$ cat src/design/lkv_pkg.sv
// Shared types and constants for the LRU key-value cache.
// No dependencies.
`timescale 1ns / 1ps

package lkv_pkg;

  localparam int MAX_ENTRIES_DEF = 16;

  localparam int KEY_W  = 32;
  localparam int VAL_W  = 32;
  localparam int CAP_W  = 5;
  localparam int DATA_W = 32;

  // APB address: one 32-bit register at byte 0, index taken from paddr[2].
  localparam int PADDR_W   = 3;
  localparam int REG_IDX_W = PADDR_W - 2;
  localparam logic [REG_IDX_W-1:0] REG_CAPACITY = REG_IDX_W'(0);

  localparam logic [CAP_W-1:0] CAP_RESET = CAP_W'(16);

  localparam logic CMD_GET = 1'b0;
  localparam logic CMD_PUT = 1'b1;

  localparam logic signed [VAL_W-1:0] MISS_VALUE = -32'sd1;
  localparam logic signed [VAL_W-1:0] PUT_VALUE  = 32'sd0;

  // What the result stage shows for read_value.
  localparam logic [1:0] KIND_HIT  = 2'd0;
  localparam logic [1:0] KIND_MISS = 2'd1;
  localparam logic [1:0] KIND_PUT  = 2'd2;

  // Tag store -> value RAM / result stage.
  typedef struct packed {
    logic found;
    logic val_we;
    logic val_re;
  } lkv_access_t;

endpackage

$ cat src/design/lru_key_value_cache.sv
// Top level of the fully associative LRU key-value cache.
// Depends on lkv_pkg, lkv_tag_store and lkv_ram.
`timescale 1ns / 1ps

// Fully associative key-value cache with least-recently-used replacement.
// One transaction is a get (in_cmd 0) or a put (in_cmd 1) of a 32-bit key;
// it is accepted on a rising edge with start high and busy low. busy is low
// whenever the block is out of reset, so a transaction may be issued every
// cycle. Each transaction yields exactly one result, shown for one cycle
// with out_valid high, after the request and result registers; results
// leave in order and the receiver cannot stall them. First the request
// is registered; the lookup stage matches it against all keys in parallel,
// updates the recency ranks, valid bits and occupancy, and reads or writes
// the value RAM; the RAM's registered read feeds the result. A get hit
// returns found=1 and the stored value and makes the entry most recent; a
// get miss returns found=0 and -1. A put returns 0, with found telling
// whether the key was present; a present key is overwritten and promoted,
// a new key goes into the lowest free slot after evicting the least recent
// entry once occupancy has reached the capacity. Capacity is a 5-bit
// register at APB byte address 0 (reset 16): zero acts as one, values above
// MAX_ENTRIES act as MAX_ENTRIES, and lowering it never drops entries, a
// new key then just replaces the oldest. Write it only while no
// transaction is in flight. The store is empty after reset with no
// clearing pass.

module lru_key_value_cache #(
  parameter int MAX_ENTRIES = lkv_pkg::MAX_ENTRIES_DEF
) (
  input  logic                               clk,
  input  logic                               rst_n,
  // command channel
  input  logic                               start,
  output logic                               busy,
  input  logic                               in_cmd,
  input  logic signed [lkv_pkg::KEY_W-1:0]   in_key,
  input  logic signed [lkv_pkg::VAL_W-1:0]   in_put_value,
  // result channel
  output logic                               out_valid,
  output logic                               out_found,
  output logic signed [lkv_pkg::VAL_W-1:0]   out_read_value,
  // APB configuration port
  input  logic                               psel,
  input  logic                               penable,
  input  logic                               pwrite,
  input  logic [lkv_pkg::PADDR_W-1:0]        paddr,
  input  logic [lkv_pkg::DATA_W-1:0]         pwdata,
  output logic [lkv_pkg::DATA_W-1:0]         prdata,
  output logic                               pready
);

  localparam int IDX_W = $clog2(MAX_ENTRIES);

  // ---- configuration ------------------------------------------------------
  logic [lkv_pkg::CAP_W-1:0]     capacity_r;
  logic [lkv_pkg::REG_IDX_W-1:0] reg_idx;
  logic                          cfg_wr;

  assign pready  = 1'b1;
  assign reg_idx = paddr[lkv_pkg::PADDR_W-1:2];
  assign cfg_wr  = psel && penable && pwrite && pready;

  always_ff @(posedge clk) begin
    if (!rst_n) begin
      capacity_r <= lkv_pkg::CAP_RESET;
    end else if (cfg_wr && (reg_idx == lkv_pkg::REG_CAPACITY)) begin
      capacity_r <= pwdata[lkv_pkg::CAP_W-1:0];
    end
  end

  assign prdata = (reg_idx == lkv_pkg::REG_CAPACITY)
                ? {{(lkv_pkg::DATA_W - lkv_pkg::CAP_W){1'b0}}, capacity_r}
                : '0;

  // ---- request register ---------------------------------------------------
  // Never stalls; busy only covers reset.
  assign busy = !rst_n;

  logic                      in_valid_r;
  logic                      in_cmd_r;
  logic [lkv_pkg::KEY_W-1:0] in_key_r;
  logic [lkv_pkg::VAL_W-1:0] in_val_r;
  logic                      accept;

  assign accept = start && !busy;

  always_ff @(posedge clk) begin
    if (!rst_n) begin
      in_valid_r <= 1'b0;
    end else begin
      in_valid_r <= accept;
    end
  end

  always_ff @(posedge clk) begin
    if (accept) begin
      in_cmd_r <= in_cmd;
      in_key_r <= in_key;
      in_val_r <= in_put_value;
    end
  end

  // ---- lookup / update ----------------------------------------------------
  lkv_pkg::lkv_access_t acc;
  logic [IDX_W-1:0]     slot_idx;

  lkv_tag_store #(
    .MAX_ENTRIES(MAX_ENTRIES)
  ) u_tags (
    .clk      (clk),
    .rst_n    (rst_n),
    .req_valid(in_valid_r),
    .req_cmd  (in_cmd_r),
    .req_key  (in_key_r),
    .capacity (capacity_r),
    .acc      (acc),
    .idx      (slot_idx)
  );

  // Values live in RAM: a put writes its slot, a get hit reads it; the
  // registered read lines up with the result stage.
  logic [lkv_pkg::VAL_W-1:0] ram_rdata;

  lkv_ram #(
    .WIDTH(lkv_pkg::VAL_W),
    .DEPTH(MAX_ENTRIES)
  ) u_values (
    .clk  (clk),
    .we   (acc.val_we),
    .re   (acc.val_re),
    .addr (slot_idx),
    .wdata(in_val_r),
    .rdata(ram_rdata)
  );

  // ---- result stage -------------------------------------------------------
  logic       out_valid_r;
  logic       out_found_r;
  logic [1:0] out_kind_r, out_kind_nxt;

  always_comb begin
    if (in_cmd_r == lkv_pkg::CMD_PUT) begin
      out_kind_nxt = lkv_pkg::KIND_PUT;
    end else if (acc.found) begin
      out_kind_nxt = lkv_pkg::KIND_HIT;
    end else begin
      out_kind_nxt = lkv_pkg::KIND_MISS;
    end
  end

  always_ff @(posedge clk) begin
    if (!rst_n) begin
      out_valid_r <= 1'b0;
    end else begin
      out_valid_r <= in_valid_r;
    end
  end

  always_ff @(posedge clk) begin
    if (in_valid_r) begin
      out_found_r <= acc.found;
      out_kind_r  <= out_kind_nxt;
    end
  end

  always_comb begin
    case (out_kind_r)
      lkv_pkg::KIND_HIT:  out_read_value = $signed(ram_rdata);
      lkv_pkg::KIND_MISS: out_read_value = lkv_pkg::MISS_VALUE;
      lkv_pkg::KIND_PUT:  out_read_value = lkv_pkg::PUT_VALUE;
      default:            out_read_value = lkv_pkg::PUT_VALUE;
    endcase
  end

  assign out_valid = out_valid_r;
  assign out_found = out_found_r;

endmodule

$ cat src/design/lkv_ram.sv
// Generic single-port RAM, one access per cycle, registered read data.
// No dependencies.
`timescale 1ns / 1ps

module lkv_ram #(
  parameter int WIDTH = 32,
  parameter int DEPTH = 16,
  localparam int ADDR_W = (DEPTH > 1) ? $clog2(DEPTH) : 1
) (
  input  logic              clk,
  input  logic              we,
  input  logic              re,
  input  logic [ADDR_W-1:0] addr,
  input  logic [WIDTH-1:0]  wdata,
  output logic [WIDTH-1:0]  rdata
);

  logic [WIDTH-1:0] mem_r [DEPTH];
  logic [WIDTH-1:0] rdata_r;

  always_ff @(posedge clk) begin
    if (we) begin
      mem_r[addr] <= wdata;
    end else if (re) begin
      rdata_r <= mem_r[addr];
    end
  end

  assign rdata = rdata_r;

endmodule

$ cat src/design/lkv_tag_store.sv
// Key, valid, recency and occupancy state with the parallel key match.
// Depends on lkv_pkg.
`timescale 1ns / 1ps

module lkv_tag_store #(
  parameter int MAX_ENTRIES = lkv_pkg::MAX_ENTRIES_DEF,
  localparam int IDX_W = $clog2(MAX_ENTRIES)
) (
  input  logic                      clk,
  input  logic                      rst_n,
  input  logic                      req_valid,
  input  logic                      req_cmd,
  input  logic [lkv_pkg::KEY_W-1:0] req_key,
  input  logic [lkv_pkg::CAP_W-1:0] capacity,
  output lkv_pkg::lkv_access_t      acc,
  output logic [IDX_W-1:0]          idx
);

  localparam int OCC_W = $clog2(MAX_ENTRIES + 1);
  localparam int CMP_W = (OCC_W > lkv_pkg::CAP_W) ? OCC_W : lkv_pkg::CAP_W;

  logic [lkv_pkg::KEY_W-1:0] key_r   [MAX_ENTRIES];
  logic [IDX_W-1:0]          rank_r  [MAX_ENTRIES];
  logic [IDX_W-1:0]          rank_nxt[MAX_ENTRIES];
  logic [MAX_ENTRIES-1:0]    valid_r, valid_nxt;
  logic [OCC_W-1:0]          occ_r, occ_nxt;

  logic [MAX_ENTRIES-1:0] hit_vec, victim_vec, valid_kept, free_vec, free_oh;
  logic                   hit, full, evict, is_put;
  logic [IDX_W-1:0]       hit_idx, hit_rank, free_idx, oldest_rank;
  logic [OCC_W-1:0]       occ_m1;
  logic [CMP_W-1:0]       cap_ext, eff_cap;

  always_comb begin
    hit_vec  = '0;
    hit_idx  = '0;
    hit_rank = '0;
    for (int i = 0; i < MAX_ENTRIES; i++) begin
      hit_vec[i] = valid_r[i] && (key_r[i] == req_key);
      if (hit_vec[i]) begin
        hit_idx  = hit_idx | IDX_W'(i);
        hit_rank = hit_rank | rank_r[i];
      end
    end
    hit = |hit_vec;
  end

  // Valid ranks are always a permutation of 0..occ-1, so the LRU entry
  // is the one whose rank equals occ-1.
  always_comb begin
    cap_ext = CMP_W'(capacity);
    if (cap_ext == '0) begin
      eff_cap = CMP_W'(1);
    end else if (cap_ext > CMP_W'(MAX_ENTRIES)) begin
      eff_cap = CMP_W'(MAX_ENTRIES);
    end else begin
      eff_cap = cap_ext;
    end
    full        = CMP_W'(occ_r) >= eff_cap;
    occ_m1      = occ_r - OCC_W'(1);
    oldest_rank = occ_m1[IDX_W-1:0];
    for (int i = 0; i < MAX_ENTRIES; i++) begin
      victim_vec[i] = valid_r[i] && (rank_r[i] == oldest_rank);
    end
  end

  assign is_put     = req_valid && (req_cmd == lkv_pkg::CMD_PUT);
  assign evict      = is_put && !hit && full;
  assign valid_kept = evict ? (valid_r & ~victim_vec) : valid_r;
  assign free_vec   = ~valid_kept;
  assign free_oh    = free_vec & (~free_vec + MAX_ENTRIES'(1));

  always_comb begin
    free_idx = '0;
    for (int i = 0; i < MAX_ENTRIES; i++) begin
      if (free_oh[i]) begin
        free_idx = free_idx | IDX_W'(i);
      end
    end
  end

  always_comb begin
    valid_nxt = valid_r;
    occ_nxt   = occ_r;
    for (int i = 0; i < MAX_ENTRIES; i++) begin
      rank_nxt[i] = rank_r[i];
    end
    if (req_valid && hit) begin
      // promote: younger entries age by one
      for (int i = 0; i < MAX_ENTRIES; i++) begin
        if (valid_r[i] && (rank_r[i] < hit_rank)) begin
          rank_nxt[i] = rank_r[i] + IDX_W'(1);
        end
      end
      rank_nxt[hit_idx] = '0;
    end else if (is_put) begin
      for (int i = 0; i < MAX_ENTRIES; i++) begin
        if (valid_kept[i]) begin
          rank_nxt[i] = rank_r[i] + IDX_W'(1);
        end
      end
      rank_nxt[free_idx] = '0;
      valid_nxt          = valid_kept | free_oh;
      occ_nxt            = evict ? occ_r : occ_r + OCC_W'(1);
    end
  end

  always_ff @(posedge clk) begin
    if (!rst_n) begin
      valid_r <= '0;
      occ_r   <= '0;
      for (int i = 0; i < MAX_ENTRIES; i++) begin
        rank_r[i] <= '0;
      end
    end else begin
      valid_r <= valid_nxt;
      occ_r   <= occ_nxt;
      for (int i = 0; i < MAX_ENTRIES; i++) begin
        rank_r[i] <= rank_nxt[i];
      end
    end
  end

  // keys carry no reset; valid bits gate every compare
  always_ff @(posedge clk) begin
    if (is_put && !hit) begin
      key_r[free_idx] <= req_key;
    end
  end

  assign acc.found  = hit;
  assign acc.val_we = is_put;
  assign acc.val_re = req_valid && (req_cmd == lkv_pkg::CMD_GET) && hit;
  assign idx        = hit ? hit_idx : free_idx;

endmodule

$ cat config.mk
export PLATFORM = sky130hd
export DESIGN_NAME = lru_key_value_cache
export DESIGN_NICKNAME = d
export VERILOG_FILES = /design/src/design/lkv_pkg.sv /design/src/design/lru_key_value_cache.sv /design/src/design/lkv_ram.sv /design/src/design/lkv_tag_store.sv
export SDC_FILE = /design/constraint.sdc
export NUM_CORES = 2
export LEC_CHECK = 0
export BUFFER_PORTS_ARGS = -buffer_cell sky130_fd_sc_hd__buf_2
export CORE_MARGIN = 3
export CORE_UTILIZATION = 45
export DETAILED_ROUTE_END_ITERATION = 8
export GPL_ROUTABILITY_DRIVEN = 1
export PLACE_DENSITY = 0.58
export SYNTH_ARGS = -nofsm -noshare
export SYNTH_HDL_FRONTEND = slang
export SYNTH_SLANG_ARGS = --single-unit
$ cat constraint.sdc
create_clock -name clk -period 9.75 [get_ports clk]
set_input_delay 1.4625 -clock clk [delete_from_list [all_inputs] [get_ports clk]]
set_output_delay 1.4625 -clock clk [all_outputs]
set_load 0.01 [all_outputs]
==> impl_metrics.py <==
metrics = {
    "outcome": {
        "status": "complete, no violations",
    },
    "sta": {
        "finalHoldViolCount": 0,
        "tightest_slew_ns": 1.30,
        "slew_headroom_pct": 13.3,
        "grt_setup_unrepaired": "no",
        "setup_ws_ns": 2.05,
        "tns_ns": 0,
        "finalSetupViolCount": 0,
        "skew_ns": 0.0252,
        "max_freq_mhz": 130,
        "drv_slew": 0,
        "fin_crit_sh_pct": 79.0,
        "min_period_ns": 7.70,
    },
    "global_routing": {
        "antenna_found_initial": 8,
        "grt_pass1_vias": 41600,
        "grt_pass1_wl_um": 277000,
        "grt_max_degree": 249,
        "grt_overflow_total": 0,
        "grt_use_total_pct": 27.1,
    },
    "cts": {
        "ctsHoldBuffers": 0,
        "cts_root_buf": "clkbuf_16",
        "clk_pin_slew_worst_paths_ns": 0.05,
        "cts_made_buffers": 137,
        "cts_tree": "built",
        "h-tree-depth": 4,
        "cts_buffer_depth": 3,
        "clkSinkCount": 1216,
        "cts.repair.resized": 0,
        "cts_setup_buffers": 0,
        "clk_latency_ns": 0.79,
    },
    "power_and_ir_drop": {
        "p_comb_share_pct": 4.9,
        "power-per-cell-area_nw_per_um2": 169,
        "p_leak_nw": 22.8,
        "clkPwrFrac_pct": 43.3,
        "fin_total_pwr_mw": 11.2,
        "seq_power_share_pct": 51.8,
        "switchingPower_mw": 2.59,
        "p_int_mw": 8.65,
        "switching_share_pct": 23.0,
        "peakVddDrop_v": 0.000191,
    },
    "critical_path": {
        "cp-start-kind": "flop",
        "worstSetupPathType": "flop to flop",
        "endpoint_kind": "flop",
        "crit_path_max_fanout": 33,
        "crit_path_start": "in_key_r[30]",
        "required_ns": 10.17,
        "worst-endpoint-arrival_ns": 8.12,
        "r2r-start": "in_key_r[30]",
    },
    "routing": {
        "viasPerCell": 6.36,
        "finalWirelength_um": 190000,
        "drc": 0,
        "first_pass_iters": 6,
        "drtIter0Drc": 5850,
        "vias": 44000,
        "ant_nets": 0,
        "wl_per_cell_um": 27.5,
    },
    "floorplan": {
        "initial_core_util_pct": 45.4,
        "die_h_um": 371,
        "dieArea_um2": 138000,
        "ios": 174,
        "core_um2": 132000,
        "fp-row-count": 133,
        "die_w_um": 371,
    },
    "cells_and_area": {
        "syn2layout_area_growth_pct": 11.0,
        "drive_above_1_share_pct": 10.5,
        "antenna_cells": 0,
        "fin_nets": 5232,
    },
    "min_path": {
        "hold_path_startpoint": "capacity_r[0]",
        "hold_path.class": "flop to flop",
    },
    "yosys": {
        "ys.warnings.count": 0,
        "syn_avg_cell_area_um2": 11.9,
        "netlist_top_cells_area": "edfxtp_1, xor2_1, nand2_1, dfxtp_1, xnor2_1",
        "synth_cells": 5043,
        "ys_ff_latch": 1216,
        "yosysTopAreaCellShare_pct": 56.3,
        "ys.flop_type": "edfxtp_1",
        "synth_edf_count": 1124,
        "synthesis.area_um2": 60000,
        "yosysSeqAreaShare_pct": 59.4,
        "yosysTopAreaCell": "edfxtp_1",
        "synthArstFlopShare_pct": 0,
        "synth_cell_types": 90,
        "synth_most_common_cell": "edfxtp_1",
        "ys_top_cells_by_count": "edfxtp_1, nand2_1, xor2_1, a31oi_1, clkbuf_1",
    },
    "placement": {
        "gp_congestion": 0.929,
        "dpl_worst_slack_ns": 2.12,
        "post-dp-hpwl_um": 105000,
        "numPortBuffers": 116,
    },
    "job": {
        "maxCapViolCount": 0,
    },
}
==> metrics by stage <==
stage	std cells	util, %	hold WS (ns)	area, um2
after floorplan	5069	-	0.458	60100
after detailed placement	6671	47.3	0.515	62400
after CTS	6912	50.4	0.530	66600
final	6912	50.4	0.526	66600
after global placement	6671	47.3	0.510	62400
after global routing	6912	50.4	0.577	66600
==> final timing paths <==
check / endpoint / slack [ns] / depth (start not counted)
worst min register to register: capacity_r[0] / 0.53 / 2
worst max-delay path: u_values.mem_r[9][14] / 2.05 / 16
worst min-delay path: capacity_r[0] / 0.53 / 2
worst max register to register: u_values.mem_r[9][14] / 2.05 / 16
==> sequential cells by signal, indices dropped and copies added (netlist names), 16 cells and up <==
signal / flops
in_key_r: 32
in_val_r: 32
u_tags.key_r: 512
u_tags.rank_r: 64
u_tags.valid_r: 16
u_values.mem_r: 512
u_values.rdata: 32
==> cell families (layout without fill, tap and decap cells) <==
logic type | count (synthesis) | in the layout | share of synthesized area (%)
xor gates and xnor gates | 583 | 583 | 8.66
buffers and inverters | 457 | 545 | 3.47
other | 2 | 28 | 0.0125
and+or+nand+nor | 1524 | 1524 | 13.0
DFF | 1216 | 1216 | 59.4
adders and majority gates | 71 | 71 | 1.48
muxes | 6 | 6 | 0.100
AOI/OAI and AO/OA | 1184 | 1184 | 13.9
==> layout make-up <==
cell class | count | area (um2)
tap | 1755 | 2200
fill | 11300 | 65400
clock inverter | 69 | 523
multi-input combinational | 3396 | 22700
clock buffer | 172 | 3640
inverter | 50 | 188
timing repair buffer | 254 | 1740
sequential | 1216 | 35600
==> routing by layer <==
layer / GRT usage [%] / up-vias / wire length, um / part of all wire, %
met2: 40.1 / 2266 / 82300 / 43
met3: 4.47 / 362 / 17100 / 9.0
met5: 0 / - / 90 / 0.047
met1: 40.3 / 22000 / 84300 / 44
met4: 9.42 / 14 / 5870 / 3.1
li1: - / 19300 / - / -
==> power groups by stage <==
stage               combinational (mW)  sequential (mW)  clock (mW)
floorplan                        0.348             5.91           0
global placement                 0.546             5.93           0
detailed placement               0.549             5.93           0
CTS                              0.551             5.82        4.96
global route                     0.595             5.83        5.16
finish                           0.551             5.82        4.87
==> critical path, stage by stage, from the launching register on <==
cell	delay [ns]
edfxtp_1	1.04
buf_4	0.50
xnor2_1	0.19
nand2_1	0.07
a2111oi_0	0.42
or3b_2	0.61
and4_1	0.28
nand4_2	0.51
o21ai_0	0.29
nor2_1	0.29
a221oi_1	0.14
o21a_1	0.29
nor2_4	0.12
buf_4	0.67
inv_1	0.34
nor4_2	0.95
buf_4	0.54
==> layout by cell type (no fill, tap or decap), types with 32 or more instances in the layout <==
cell       synthesis  routed
o211a_1           81      81
edfxtp_1        1124    1124
nand4_1          100     100
o21ai_0          237     237
nor4_1           172     160
and3_1            62      61
ha_1              71      71
nor3_1            55      48
nand2_1          574     573
clkbuf_16          0     140
a31oi_1          269     269
inv_1             50      49
buf_2             59     116
nand3_1          205     203
a21oi_1           73      73
a41oi_1          129     129
a21boi_0         125     125
or4b_1            33      33
buf_4             67     128
nor2_1           153     131
dfxtp_1           92      92
o21a_1            32      32
xor2_1           382     382
xnor2_1          194     194
No activity file was read; power rests on OpenSTA's default activity.
